File: src/rtl/core/mhpq_pkg.sv
// shared types and constants of the min-heap priority queue
// no dependencies; used by the interfaces, the controller and the top level
package mhpq_pkg;

  localparam int KEY_W = 32;

  typedef enum logic [2:0] {
    KIND_INSERT  = 3'd0,
    KIND_EXTRACT = 3'd1,
    KIND_CLEAR   = 3'd2,
    KIND_LOAD    = 3'd3,
    KIND_HEAPIFY = 3'd4
  } kind_e;

  typedef enum logic [1:0] {
    STATUS_OK    = 2'd0,
    STATUS_EMPTY = 2'd1,
    STATUS_FULL  = 2'd2
  } status_e;

  // finished operation handed from the controller to the output register
  typedef struct packed {
    logic                    valid;
    logic signed [KEY_W-1:0] min_key;
    status_e                 status;
  } done_t;

endpackage

File: src/rtl/core/mhpq_ctrl.sv
// sequencer of the heap: decodes a request and runs sift-up, sift-down
// and heapify through the key memory; depends on mhpq_pkg
module mhpq_ctrl #(
  parameter int CAPACITY = 256,
  parameter int AW       = 8,
  parameter int CNT_W    = 9
) (
  input  logic                              clk,
  input  logic                              rst,
  input  logic                              req_valid,
  output logic                              req_ready,
  input  logic [2:0]                        req_kind,
  input  logic signed [mhpq_pkg::KEY_W-1:0] req_key,
  output mhpq_pkg::done_t                   done,
  input  logic                              done_ready,
  output logic [CNT_W-1:0]                  count,
  output logic                              mem_we,
  output logic [AW-1:0]                     mem_waddr,
  output logic signed [mhpq_pkg::KEY_W-1:0] mem_wdata,
  output logic                              mem_re,
  output logic [AW-1:0]                     mem_raddr,
  input  logic signed [mhpq_pkg::KEY_W-1:0] mem_rdata
);

  localparam int CW = AW + 2;

  typedef enum logic [3:0] {
    S_IDLE, S_SU_RD, S_SU_CMP, S_EX_LAST, S_EX_KEY,
    S_SD_CHK, S_SD_L, S_SD_R, S_HP_NEXT, S_HP_KEY, S_DONE
  } state_t;

  state_t                            state;
  logic [AW-1:0]                     pos;
  logic signed [mhpq_pkg::KEY_W-1:0] cur_key;
  logic signed [mhpq_pkg::KEY_W-1:0] lkey;
  logic [CNT_W-1:0]                  hi;
  logic                              heapify;
  logic signed [mhpq_pkg::KEY_W-1:0] res_min;
  mhpq_pkg::status_e                 res_status;

  logic [CW-1:0]    child_l;
  logic [CW-1:0]    child_r;
  logic [CW-1:0]    n_ext;
  logic [AW-1:0]    pos_m1;
  logic [AW-1:0]    parent;
  logic [CNT_W-1:0] cnt_m1;
  logic [CNT_W-1:0] hi_m1;
  logic             full;
  logic             l_ok;
  logic             r_ok;
  logic             take_l;
  logic signed [mhpq_pkg::KEY_W-1:0] bval;
  logic             take_r;

  assign child_l = {1'b0, pos, 1'b1};
  assign child_r = child_l + CW'(1);
  assign n_ext   = CW'(count);
  assign pos_m1  = pos - AW'(1);
  assign parent  = pos_m1 >> 1;
  assign cnt_m1  = count - CNT_W'(1);
  assign hi_m1   = hi - CNT_W'(1);
  assign full    = (count >= CNT_W'(CAPACITY));
  assign l_ok    = (child_l < n_ext);
  assign r_ok    = (child_r < n_ext);
  // ties keep the parent, then the left child
  assign take_l  = (lkey < cur_key);
  assign bval    = take_l ? lkey : cur_key;
  assign take_r  = r_ok && (mem_rdata < bval);

  assign req_ready    = (state == S_IDLE);
  assign done.valid   = (state == S_DONE);
  assign done.min_key = res_min;
  assign done.status  = res_status;

  always_comb begin
    mem_we    = 1'b0;
    mem_waddr = pos;
    mem_wdata = cur_key;
    mem_re    = 1'b0;
    mem_raddr = child_l[AW-1:0];
    unique case (state)
      S_IDLE: begin
        if (req_valid) begin
          unique case (mhpq_pkg::kind_e'(req_kind))
            mhpq_pkg::KIND_LOAD: begin
              mem_we    = !full;
              mem_waddr = count[AW-1:0];
              mem_wdata = req_key;
            end
            mhpq_pkg::KIND_EXTRACT: begin
              mem_re    = (count != '0);
              mem_raddr = '0;
            end
            default: ;
          endcase
        end
      end
      S_SU_RD: begin
        mem_we    = (pos == '0);
        mem_re    = (pos != '0);
        mem_raddr = parent;
      end
      S_SU_CMP: begin
        mem_we = 1'b1;
        if (mem_rdata > cur_key) begin
          mem_wdata = mem_rdata;
        end
      end
      S_EX_LAST: begin
        mem_re    = 1'b1;
        mem_raddr = cnt_m1[AW-1:0];
      end
      S_SD_CHK: begin
        mem_we = !l_ok;
        mem_re = l_ok;
      end
      S_SD_L: begin
        mem_re    = r_ok;
        mem_raddr = child_r[AW-1:0];
      end
      S_SD_R: begin
        mem_we = 1'b1;
        if (take_r) begin
          mem_wdata = mem_rdata;
        end else if (take_l) begin
          mem_wdata = lkey;
        end
      end
      S_HP_NEXT: begin
        mem_re    = (hi != '0);
        mem_raddr = hi_m1[AW-1:0];
      end
      default: ;
    endcase
  end

  always_ff @(posedge clk) begin
    if (rst) begin
      state      <= S_IDLE;
      count      <= '0;
      heapify    <= 1'b0;
      res_min    <= '0;
      res_status <= mhpq_pkg::STATUS_OK;
    end else begin
      unique case (state)
        S_IDLE: begin
          if (req_valid) begin
            res_min    <= '0;
            res_status <= mhpq_pkg::STATUS_OK;
            heapify    <= 1'b0;
            state      <= S_DONE;
            unique case (mhpq_pkg::kind_e'(req_kind))
              mhpq_pkg::KIND_INSERT: begin
                if (full) begin
                  res_status <= mhpq_pkg::STATUS_FULL;
                end else begin
                  pos     <= count[AW-1:0];
                  cur_key <= req_key;
                  count   <= count + CNT_W'(1);
                  state   <= S_SU_RD;
                end
              end
              mhpq_pkg::KIND_LOAD: begin
                if (full) begin
                  res_status <= mhpq_pkg::STATUS_FULL;
                end else begin
                  count <= count + CNT_W'(1);
                end
              end
              mhpq_pkg::KIND_EXTRACT: begin
                if (count == '0) begin
                  res_status <= mhpq_pkg::STATUS_EMPTY;
                end else begin
                  state <= S_EX_LAST;
                end
              end
              mhpq_pkg::KIND_CLEAR: begin
                count <= '0;
              end
              mhpq_pkg::KIND_HEAPIFY: begin
                hi      <= count >> 1;
                heapify <= 1'b1;
                state   <= S_HP_NEXT;
              end
              default: ;
            endcase
          end
        end
        S_SU_RD: begin
          state <= (pos == '0) ? S_DONE : S_SU_CMP;
        end
        S_SU_CMP: begin
          if (mem_rdata > cur_key) begin
            pos   <= parent;
            state <= S_SU_RD;
          end else begin
            state <= S_DONE;
          end
        end
        S_EX_LAST: begin
          res_min <= mem_rdata;
          count   <= cnt_m1;
          state   <= S_EX_KEY;
        end
        S_EX_KEY: begin
          cur_key <= mem_rdata;
          pos     <= '0;
          state   <= (count == '0) ? S_DONE : S_SD_CHK;
        end
        S_SD_CHK: begin
          if (l_ok) begin
            state <= S_SD_L;
          end else begin
            state <= heapify ? S_HP_NEXT : S_DONE;
          end
        end
        S_SD_L: begin
          lkey  <= mem_rdata;
          state <= S_SD_R;
        end
        S_SD_R: begin
          if (take_r) begin
            pos   <= child_r[AW-1:0];
            state <= S_SD_CHK;
          end else if (take_l) begin
            pos   <= child_l[AW-1:0];
            state <= S_SD_CHK;
          end else begin
            state <= heapify ? S_HP_NEXT : S_DONE;
          end
        end
        S_HP_NEXT: begin
          if (hi == '0) begin
            state <= S_DONE;
          end else begin
            hi    <= hi_m1;
            pos   <= hi_m1[AW-1:0];
            state <= S_HP_KEY;
          end
        end
        S_HP_KEY: begin
          cur_key <= mem_rdata;
          state   <= S_SD_CHK;
        end
        S_DONE: begin
          if (done_ready) begin
            state <= S_IDLE;
          end
        end
        default: state <= S_IDLE;
      endcase
    end
  end

endmodule

File: config.mk
export PLATFORM = sky130hd
export DESIGN_NAME = mhpq_ctrl
export DESIGN_NICKNAME = d
export VERILOG_FILES = /design/src/rtl/core/mhpq_pkg.sv /design/src/rtl/core/mhpq_ctrl.sv
export SDC_FILE = /design/constraint.sdc
export NUM_CORES = 1
export LEC_CHECK = 0
export ABC_AREA = 0
export BUFFER_PORTS_ARGS = -buffer_cell sky130_fd_sc_hd__clkbuf_2
export CORE_MARGIN = 4
export CORE_UTILIZATION = 53
export CTS_CLUSTER_DIAMETER = 120
export DETAILED_ROUTE_END_ITERATION = 8
export PLACE_DENSITY = 0.83
export SYNTH_ARGS = -nofsm -noshare
export SYNTH_HDL_FRONTEND = slang
export SYNTH_SLANG_ARGS = --single-unit
File: constraint.sdc
create_clock -name clk -period 5.6 [get_ports clk]
set_input_delay 1.12 -clock clk [delete_from_list [all_inputs] [get_ports clk]]
set_output_delay 1.12 -clock clk [all_outputs]
set_load 0.005 [all_outputs]
# Word level (Yosys, flattened, before mapping)
# Index checks and enable logic that the tools add are counted.
# op_classes
bitwise_logic,1
order_cmp,6
reduce_logical,26
mul,0
addsub,5
n_eq_ne,24
n_mux,58
n_shift,0
div_mod_pow,0
# op_table
operator,count
2-to-1 mux 32 bit,9
case mux 32 bit (2 select lines),2
2-to-1 mux 8 bit,12
case mux 32 bit (3 select lines),1
case mux 8 bit (5 select lines),2
less-than comparator 32 bit,2
case mux 9 bit (2 select lines),3
2-to-1 mux 9 bit,5
case mux 4 bit (11 select lines),1
2-to-1 mux 4 bit,10
greater-than comparator 32 bit,1
logical NOT 9 bit,2
nonzero test 9 bit,2
"subtractor 9 x 1 -> 9 bit, second input constant",2
"== test 4 x 3 -> 1 bit, second input constant",4
"== test 4 bit, second input constant",3
case mux 4 bit (3 select lines),1
"adder 9 x 1 -> 10 bit, second input constant",1
less-than comparator 10 x 9 -> 1 bit,1
AND reduction 5 bit,2
"adder 9 x 1 -> 9 bit, second input constant",1
">= comparator 9 bit, second input constant",1
less-than comparator 9 bit,1
"== test 4 x 2 -> 1 bit, second input constant",2
27 further kinds,49
# totals
latchBits,0
wordCells,129
ram_bits,0
romBits,0
memories,0
inputBits,71
output_inout_bits,95
regBits,129

# Longest topological paths before layout
# Gate-level depths: netlist of the first run.
# logic_depth
word_depth,6
depth_mapped,23
ltp_nobuf,19

# Worst setup path after synthesis of the first run
# Ideal clock, no wire load.
# synth_path
path_type,flip-flop to output port
from,register cur_key[15] (netlist name)
to,output mem_wdata[22] (netlist name)
setup_slack_ns,-0.321
path_buffers,4
path_stages_with_launch,23
required_ns,4.480
t_arrival_ns,4.801
cell_sequence,edfxtp_1 inv_1 ha_1 nand4_1 or4_1 o32ai_1 o31ai_1 a31o_2 clkbuf_1 clkbuf_1 a21oi_1 ha_1 a2111oi_0 o21ai_0 o22a_1 o211a_1 o31a_1 o31ai_1 o211a_2 buf_6 buf_12 nor3_1 a211o_1
# synth_via
elab_chain_cells,6
elab_cells_between_ends,8
classes_between,order compare (3); mux (4); reduce/logical (1)
# synth_lines
item,line,rtl
"start, declared",mhpq_ctrl.sv:34,logic signed [mhpq_pkg::KEY_W-1:0] cur_key;
"start signal, assigned",mhpq_ctrl.sv:158,cur_key <= req_key;
"start signal, assigned",mhpq_ctrl.sv:206,cur_key <= mem_rdata;
"start signal, assigned",mhpq_ctrl.sv:242,cur_key <= mem_rdata;
less-than comparator 32 bit,mhpq_ctrl.sv:66,assign take_l = (lkey < cur_key);
2-to-1 mux 32 bit,"mhpq_ctrl.sv:67, mhpq_ctrl.sv:125",
less-than comparator 32 bit,mhpq_ctrl.sv:68,assign take_r = r_ok && (mem_rdata < bval);
logical AND 1 bit,mhpq_ctrl.sv:68,
2-to-1 mux 32 bit,mhpq_ctrl.sv:123,if (take_r) begin
case mux 32 bit (3 select lines) *,mhpq_ctrl.sv:81,unique case (state)
"end, declared",mhpq_ctrl.sv:19,"output logic signed [mhpq_pkg::KEY_W-1:0] mem_wdata,"
# Every way passes the cells marked *; elsewhere a longest branch is shown, timed or not.

# Final worst setup path of the first run
# layout_path
from,register lkey[11] (netlist name)
to,output mem_wdata[16] (netlist name)
# layout_via
elab_chain_cells,6
# layout_lines
item,line,rtl
"start, declared",mhpq_ctrl.sv:35,logic signed [mhpq_pkg::KEY_W-1:0] lkey;
"start signal, assigned",mhpq_ctrl.sv:218,lkey <= mem_rdata;
less-than comparator 32 bit,mhpq_ctrl.sv:66,
2-to-1 mux 32 bit *,"mhpq_ctrl.sv:67, mhpq_ctrl.sv:125",
less-than comparator 32 bit,mhpq_ctrl.sv:68,
logical AND 1 bit,mhpq_ctrl.sv:68,
2-to-1 mux 32 bit *,mhpq_ctrl.sv:123,
case mux 32 bit (3 select lines) *,mhpq_ctrl.sv:81,
# Marked as above.

==> results.toml, run 1 <==
[outcome]
outcome = "finished, violations left"
violations = "negative setup slack"

[place]
dpl_worst_slack_ns = -0.566
port_buffers = 165
place_area_um2 = 12500
place_inst = 1721
place_congestion = 0.976
dpl.hpwl_mm = 26.2

[synth]
synth-seq-cells = 129
yosys-top-cells-area = "edfxtp_1 24%, ha_1 14%, dfxtp_1 9.3%, a21oi_1 9.0%, o21ai_0 3.9%"
synth_fp_nets = 1411
synth.avg_cell_area_um2 = 8.41
ys_types = 66
synthCells = 1225
yosysTopAreaCellShare_pct = 23.6
synth.area.mux_share_pct = 4.39
synth_adder_area_share_pct = 14.1
yosys_warnings = 0
synth_xor_area_share_pct = 2.13
synth_edf_count = 81
synth_top_family_by_area = "compound AO/OA/AOI/OAI gates"
synth-compound-area-share_pct = 25.0
synth-seq-area-share_pct = 33.0
async_flop_share_pct = 0
synthFlopType = "edfxtp_1"
synth.largest_area_cell = "edfxtp_1"
synth_area_um2 = 10300
yosys.cell_count.top_type = "a21oi_1"
yosys.area_share.simple_pct = 16.1
synthTopCellsByCount = "185 x a21oi_1, 115 x ha_1, 88 x nand2_1, 88 x nor2_1"

[hold_path]
hold-path-endpoint = "res_status[0]"
min_from = "res_status[0]"
hold_path.class = "reg -> reg"
hold_depth = 2

[floorplanning]
start_util_pct = 54.5
ios = 166
die_y_um = 147
core_area_um2 = 18900
die_w_um = 147
num_rows = 50
die-area_um2 = 21700

[layout]
fill_cells = 1446
postLayoutCoreUtil_pct = 71.2
diodes = 0
drive_gt1_share_pct = 31.3
instances_no_fill = 1772
fin_nets = 1685
final_area_um2 = 13500
syn_to_final_growth_pct = 30.7

[drt]
wl_met1_mm = 14.9
drt_iter0_markers = 1694
routedWlPerCell_um = 21.7
top_layer = "met5"
via_count = 11500
dr.pass1.iters = 6
wl_met3_mm = 4.60
wl_met2_mm = 17.8
wl_mm = 38.5
vias_per_cell = 6.48
drc = 0
detail-route-antenna-nets = 0

[clock_network]
clk_pin_slew_ns = 0.06
ctsHtreeMaxLevel = 4
cts_buffer_depth = 2
cts_hold_buf = 0
cts.sinks = 129
clk_latency_ns = 0.44
cts_buffers = 17
cts_root_buffer = "clkbuf_16"
cts_tree = "yes"

[critical_path]
critPathBufInv = 5
cp_slowest_cell = "or4_4"
reg2regPathDepth = 22
cpLargestDelayFamily = "compound AO/OA/AOI/OAI gates"
cp-end-kind = "primary output"
r2r_end = "pos[2]"
worstPathRequired_ns = 4.48
reg2reg_slack_ns = 0.08
critPathLaunchType = "flip-flop"
max_stage_delay_ns = 0.59
path_cells = "ha_4 -> nand4_1 -> or4_4 -> o32ai_4 -> o31ai_2 -> a31o_2 -> buf_4 -> buf_12 -> buf_4 -> nor2_2 -> a21oi_2 -> ha_1 -> nand4_1 -> nor2_1 -> o211a_4 -> o31a_1 -> o31ai_4 -> o211a_4 -> a21bo_4 -> buf_12 -> a211o_1 -> clkbuf_2"
crit_arrival_ns = 5.54
path_max_fanout = 14
criticalPathCategory = "reg -> out"
timing.rr.start = "lkey[11]"

[global_route]
grt_max_degree = 51
grt_use_total_pct = 33.7
grt_pass1_wl_mm = 59.2
antenna_found_initial = 1
grt_pass1_vias = 11000
gr-total-overflow = 0

[timing]
timing.slew.headroom_pct = 25.2
final.min_clock_period_ns = 6.66
finClkSkew_ns = 0.0152
rsz0062_at_grt = "yes"
hold_ws_ns = 0.457
maxSlewViolCount = 0
finalSetupViolations = 32
fmax_mhz = 150
hold_viol_final = 0
post-route-worst-setup-slack_ns = -1.06
fin_crit_sh_pct = 119
worst_pin_slew_ns = 1.12

[power_and_ir_drop]
p_per_area_nw_per_um2 = 387
p_leak_nw = 5.90
irDropWorstVdd_v = 0.000270

[job]
drv_cap = 0
## cells in the final DEF, fill, tap and decap left out, types with 7 or more instances in the layout
| cell type | count |
|---|---|
| a21oi_1 | 166 |
| clkbuf_2 | 164 |
| buf_4 | 159 |
| ha_1 | 108 |
| nand2_1 | 88 |
| edfxtp_1 | 81 |
| o21ai_0 | 79 |
| nor2_1 | 75 |
| nand3_1 | 62 |
| inv_1 | 55 |
| dfxtp_1 | 48 |
| nor3_1 | 38 |
| a211o_1 | 37 |
| mux2_2 | 33 |
| a21o_1 | 26 |
| clkbuf_16 | 19 |
| a21oi_2 | 17 |
| xnor2_1 | 15 |
| nand4_1 | 14 |
| or3_1 | 11 |
| xor2_1 | 10 |
| a211oi_1 | 10 |
| nor2_2 | 10 |
| o22ai_1 | 10 |
| nor3_2 | 9 |
| mux2i_1 | 8 |
| o211ai_1 | 8 |
| o31ai_1 | 7 |
## cells by family after synthesis
group           Yosys count
simple gates            353
fa+ha+maj               116
mux                      41
xor+xnor                 25
compound gates          422
buf+inv                 139
flops                   129
## what timing repair did
item | in CTS | in global routing
buffers inserted | 5 | 13
endpoints found under the setup margin | 40 | 41
gates cloned | 1 | 0
gates resized for setup | 21 | 36
endpoints found under the hold margin | 0 | 0
pin swaps | 9 | 34
## layout make-up
cell class / count / area, um2 / area share (%)
multi-input cells: 957 / 6760 / 50.3
flip-flops and latches: 129 / 3390 / 25.2
repair buffers: 335 / 2180 / 16.2
clock buffers: 22 / 507 / 3.77
well taps: 260 / 325 / 2.42
inverters: 59 / 221 / 1.65
clock inverters: 10 / 70.1 / 0.521
## layer usage
layer / track usage (%) / vias to the layer above
met5: 0 / -
met2: 53.8 / 832
met4: 12.3 / 2
met3: 7.48 / 136
li1: - / 5131
met1: 45.3 / 5381
## where the power goes
group,switching (mW),internal [mW]
Sequential,0.174,1.16
Combinational,1.58,1.18
Clock,0.479,0.646
## flip-flops by register name, summed over array words and instances (netlist names)
register	flops
count	9
lkey	32
heapify	1
hi	9
res_min	32
state	4
cur_key	32
res_status	2
pos	8
## per-stage QoR
step	power [mW]	TNS (ns)
floorplan	2.86	-2.70
global placement	3.82	-11.23
detailed placement	3.87	-18.02
CTS	5.02	-27.46
global route	5.47	-37.48
finish	5.21	-32.90
## worst max path at each step
stage | endpoint | startpoint | cells past startpoint
after detailed placement | mem_wdata[30] | lkey[15] | 21
final | mem_wdata[16] | lkey[11] | 22
after global routing | mem_wdata[16] | lkey[11] | 23
after CTS | mem_wdata[14] | lkey[10] | 20
after global placement | mem_wdata[4] | lkey[15] | 21
after floorplan | mem_wdata[22] | lkey[15] | 21
## tightest hold or removal path, stage by stage (launching register included)
cell and delay [ns]:
dfxtp_1 0.31, nand2_1 0.05, a21oi_1 0.05
Power figures use the tool's default switching activity.
==> run 2, diff against run 1 <==
CORE_MARGIN = 10   (was 4)
==> results.toml, run 2 (synthesis results as in run 1) <==
[timing]
post-route-worst-setup-slack_ns = -1.13
final.min_clock_period_ns = 6.73
maxSlewViolCount = 0
timing.slew.headroom_pct = 20.8
finClkSkew_ns = 0.0123
fmax_mhz = 149
rsz0062_at_grt = "yes"
fin_crit_sh_pct = 120
finalSetupViolations = 38
hold_viol_final = 0
hold_ws_ns = 0.463
worst_pin_slew_ns = 1.18

[floorplanning]
num_rows = 50
ios = 166
die_w_um = 159
start_util_pct = 54.5
die-area_um2 = 25400
die_y_um = 159
core_area_um2 = 18900

[critical_path]
reg2reg_slack_ns = 0
critPathBufInv = 3
reg2regPathDepth = 21
timing.rr.start = "lkey[9]"
max_stage_delay_ns = 0.53
cp_slowest_cell = "or4_4"
criticalPathCategory = "reg -> out"
cp-end-kind = "primary output"
critPathLaunchType = "flip-flop"
path_max_fanout = 8
cpLargestDelayFamily = "compound AO/OA/AOI/OAI gates"
path_cells = "ha_4 -> nand4_1 -> or4_4 -> o32ai_4 -> o31ai_4 -> a31o_4 -> buf_12 -> nor2_2 -> a21oi_4 -> ha_4 -> a2111oi_4 -> o21ai_1 -> o22a_1 -> o211a_4 -> o31ai_4 -> o31ai_4 -> buf_4 -> o211a_4 -> a21bo_4 -> a211o_1 -> clkbuf_2"
crit_top_cell = "o31ai_4"
crit_arrival_ns = 5.61
worstPathRequired_ns = 4.48
r2r_end = "pos[1]"

[place]
dpl.hpwl_mm = 27.0
place_area_um2 = 12400
port_buffers = 165
place_congestion = 0.980
place_inst = 1716

[clock_network]
cts_buffers = 17
clk_pin_slew_ns = 0.07
cts_root_buffer = "clkbuf_16"
ctsHtreeMaxLevel = 4
cts_tree = "yes"
cts.sinks = 129
cts_buffer_depth = 2
clk_latency_ns = 0.44
cts_hold_buf = 0

[job]
drv_cap = 0

[layout]
diodes = 0
fin_nets = 1680
drive_gt1_share_pct = 30.7
largest_registers = "cur_key: 32 flops, lkey: 32 flops, res_min: 32 flops"
postLayoutCoreUtil_pct = 72.0
syn_to_final_growth_pct = 32.1
mostFrequentLayoutCells = "170 x a21oi_1, 159 x clkbuf_2, 150 x buf_4"
final_area_um2 = 13600
instances_no_fill = 1767
layout_commonest_cell = "a21oi_1"

[drt]
drc = 0
detail-route-antenna-nets = 0
vias_per_cell = 6.60
via_count = 11700
routedWlPerCell_um = 23.1
drt_iter0_markers = 1730
dr.pass1.iters = 8
wl_mm = 40.9

[hold_path]
hold-path-endpoint = "res_status[0]"
hold_path.class = "reg -> reg"
hold_depth = 2
min_from = "res_status[0]"

[global_route]
grt_pass1_vias = 11500
grt_pass1_wl_mm = 62.2
antenna_found_initial = 0
grt_max_degree = 51
grt_use_total_pct = 29.9
gr-total-overflow = 0

[power_and_ir_drop]
irDropWorstVdd_v = 0.000306
p_total_mw = 5.45
switching_share_pct = 42.7
p_leak_nw = 5.93
p_switching_mw = 2.32
sequentialPowerShare_pct = 24.3
p_per_area_nw_per_um2 = 400
intPower_mw = 3.12
clkPwrFrac_pct = 22.6
combPwrFrac_pct = 53.1

[outcome]
violations = "negative setup slack"
outcome = "finished, violations left"
## run 2: cell count changes in the layout (fill, tap and decap cells not counted), moves of 5 or more
cell      change
nor2_1        +7
nor3_1        -6
nor2_2        -6
clkbuf_2      -5
buf_4         -9
## run 2: layer usage
layer	track usage, %	wire length [um]	vias up
li1	-	-	5125
met1	37.4	15800	5474
met4	11.8	1630	0
met5	0	0	-
met2	47.7	18600	889
met3	8.26	4860	174
## run 2: power by group through the flow
stage                     clock [mW]  sequential, mW  combinational, mW
final                           1.23            1.32               2.89
after global routing            1.27            1.33               3.11
after CTS                       1.22            1.31               2.72
after detailed placement           0            1.33               2.55
after global placement             0            1.33               2.50
after floorplan                    0            1.23               1.62
## run 2: how the worst max path moves through the flow
stage / end / start / cells after the start
CTS: mem_wdata[18] / lkey[10] / 21
floorplan: mem_wdata[22] / lkey[15] / 21
global route: mem_wdata[26] / lkey[14] / 21
finish: mem_wdata[26] / lkey[9] / 21
detailed placement: mem_wdata[0] / cur_key[15] / 21
global placement: mem_wdata[0] / cur_key[15] / 21
## run 2: repair_timing
action	CTS	global route
pin swaps	12	42
setup buffers	6	7
gates cloned	6	1
endpoints found under the setup margin	32	47
gates resized for setup	21	46
## run 2: final cells by class
cell class / count / area, um2
inverters: 59 / 221
well taps: 260 / 325
flip-flops and latches: 129 / 3390
fillers: 1400 / 5290
clock inverters: 11 / 151
multi-input cells: 961 / 6860
clock buffers: 21 / 482
repair buffers: 326 / 2170
## run 2: through the flow
step | setup WS [ns] | setup TNS, ns
after floorplan | -0.172 | -2.70
after global placement | -0.504 | -13.51
after detailed placement | -0.616 | -17.15
after CTS | -0.884 | -26.83
after global routing | -1.19 | -37.30
final | -1.13 | -34.58
## run 2: worst reg2reg max path: stages, from the launching register on
cell and delay, ns:
edfxtp_1 0.46, ha_4 0.31, nand4_1 0.13, or4_4 0.53
o32ai_4 0.32, o31ai_4 0.12, a31o_4 0.27, buf_12 0.15
nor2_2 0.14, a21oi_4 0.06, ha_4 0.18, a2111oi_4 0.37
o21ai_1 0.12, o22a_1 0.25, o211a_4 0.29, o31ai_4 0.28
o31ai_4 0.13, o211a_4 0.23, buf_12 0.16, buf_4 0.19
or3_4 0.41, and3_4 0.24
==> run 3, diff against run 2 <==
CTS_BUF_LIST = sky130_fd_sc_hd__clkbuf_16   (was not set)
==> results.toml, run 3 (synthesis results as in run 1) <==
[critical_path]
path_cells = "ha_4 -> nand4_1 -> or4_4 -> o32ai_4 -> o31ai_4 -> a31o_4 -> bufbuf_16 -> nor2_4 -> a21oi_2 -> ha_2 -> a2111oi_4 -> o21ai_1 -> o22a_1 -> o211a_4 -> o31a_1 -> o31ai_4 -> o211a_4 -> clkbuf_16 -> nor3_1 -> a211o_1 -> clkbuf_2"
worstPathRequired_ns = 4.48
crit_arrival_ns = 5.58
max_stage_delay_ns = 0.52
timing.rr.start = "lkey[11]"
cp-end-kind = "primary output"
cp_slowest_cell = "or4_4"
path_max_fanout = 7
criticalPathCategory = "reg -> out"
reg2regPathDepth = 21
critPathLaunchType = "flip-flop"
setup.worst_path.start = "lkey[11]"

[global_route]
grt_max_degree = 51
gr-total-overflow = 0
grt_pass1_wl_mm = 62.4
grt_use_total_pct = 30.0
antenna_found_initial = 0
grt_pass1_vias = 11500

[power_and_ir_drop]
switching_share_pct = 42.8
intPower_mw = 3.09
clkPwrFrac_pct = 22.2
p_per_area_nw_per_um2 = 398
irDropWorstVdd_v = 0.000304
sequentialPowerShare_pct = 24.4
p_switching_mw = 2.31
combPwrFrac_pct = 53.4
p_total_mw = 5.41
p_leak_nw = 5.91

[layout]
fill_cells = 1396
mostFrequentLayoutCells = "173 x a21oi_1, 156 x clkbuf_2, 148 x buf_4"
layout_commonest_cell = "a21oi_1"
syn_to_final_growth_pct = 32.1
diodes = 0
fin_nets = 1678
largest_registers = "cur_key: 32 flops, lkey: 32 flops, res_min: 32 flops"
drive_gt1_share_pct = 30.7

[drt]
drc = 0
routedWlPerCell_um = 23.0
vias_per_cell = 6.49
wl_mm = 40.6
dr.pass1.iters = 8
detail-route-antenna-nets = 0
via_count = 11500
drt_iter0_markers = 1635

[clock_network]
cts_buffers = 17
ctsHtreeMaxLevel = 4
clk_latency_ns = 0.44
clk_pin_slew_ns = 0.06
cts.sinks = 129
cts_buffer_depth = 2
cts_hold_buf = 0
cts_root_buffer = "clkbuf_16"
cts_tree = "yes"

[floorplanning]
ios = 166
core_area_um2 = 18900
die_w_um = 159
num_rows = 50
die_y_um = 159
start_util_pct = 54.5
die-area_um2 = 25400

[place]
port_buffers = 165
dpl.hpwl_mm = 27.0
place_congestion = 0.980
dpl_worst_slack_ns = -0.616

[timing]
hold_ws_ns = 0.463
hold_viol_final = 0
fin_crit_sh_pct = 120
maxSlewViolCount = 0
worst_pin_slew_ns = 1.20
setup_tns_ns = -33.15
rsz0062_at_grt = "yes"
finalSetupViolations = 40
timing.slew.headroom_pct = 19.6
fmax_mhz = 149
finClkSkew_ns = 0.0117
final.min_clock_period_ns = 6.70
post-route-worst-setup-slack_ns = -1.10

[outcome]
outcome = "finished, violations left"
violations = "negative setup slack"

[job]
drv_cap = 0

[hold_path]
min_from = "res_status[0]"
hold_depth = 2
hold_path.class = "reg -> reg"
-- run 3: path summary, 6_finish.rpt --
check / end / slack [ns]
worst min-delay path: res_status[0] / 0.46
worst max-delay path: mem_wdata[7] / -1.10
worst max register to register: pos[1] / -0.07
worst min register to register: res_status[0] / 0.46
-- run 3: timing repair --
action | in CTS | in global routing
pin swaps | 14 | 49
buffers inserted | 7 | 4
gates resized for setup | 23 | 53
cloned | 7 | 1
endpoints found under the hold margin | 0 | 0
endpoints found under the setup margin | 32 | 48
-- run 3: stage by stage --
step	util [%]	std cells	instance area [um2]
after floorplan	-	1225	10500
after global placement	65.9	1716	12400
after detailed placement	65.9	1716	12400
after CTS	70.8	1762	13400
after global routing	72.0	1765	13600
final	72.0	1765	13600
-- run 3: critical path, delay by kind of cell, from the launching register on --
kind | cells | cell delay, ns
buf+inv | 3 | 0.60
simple gates | 4 | 0.78
compound gates | 12 | 2.73
flops | 1 | 0.49
fa+ha+maj | 2 | 0.53
-- run 3: area by class of cell --
cell class	count	area (um2)	share of cell area (%)
well taps	260	325	2.39
repair buffers	324	2180	16.0
inverters	59	221	1.63
flip-flops and latches	129	3390	24.9
multi-input cells	961	6870	50.5
clock inverters	14	163	1.20
clock buffers	18	450	3.31
-- run 3: metal layers --
| metal | vias up | global-route usage (%) | part of all wire (%) |
|---|---|---|---|
| li1 | 5116 | - | - |
| met1 | 5350 | 37.5 | 38 |
| met2 | 847 | 48.0 | 46 |
| met3 | 140 | 8.37 | 12 |
| met4 | 0 | 11.8 | 4.1 |
| met5 | - | 0 | 0 |
-- run 3: power groups by stage --
| stage | clock, mW | sequential [mW] | combinational, mW |
|---|---|---|---|
| floorplan | 0 | 1.23 | 1.62 |
| global placement | 0 | 1.33 | 2.50 |
| detailed placement | 0 | 1.33 | 2.55 |
| CTS | 1.19 | 1.31 | 2.75 |
| global route | 1.23 | 1.33 | 3.10 |
| finish | 1.20 | 1.32 | 2.89 |
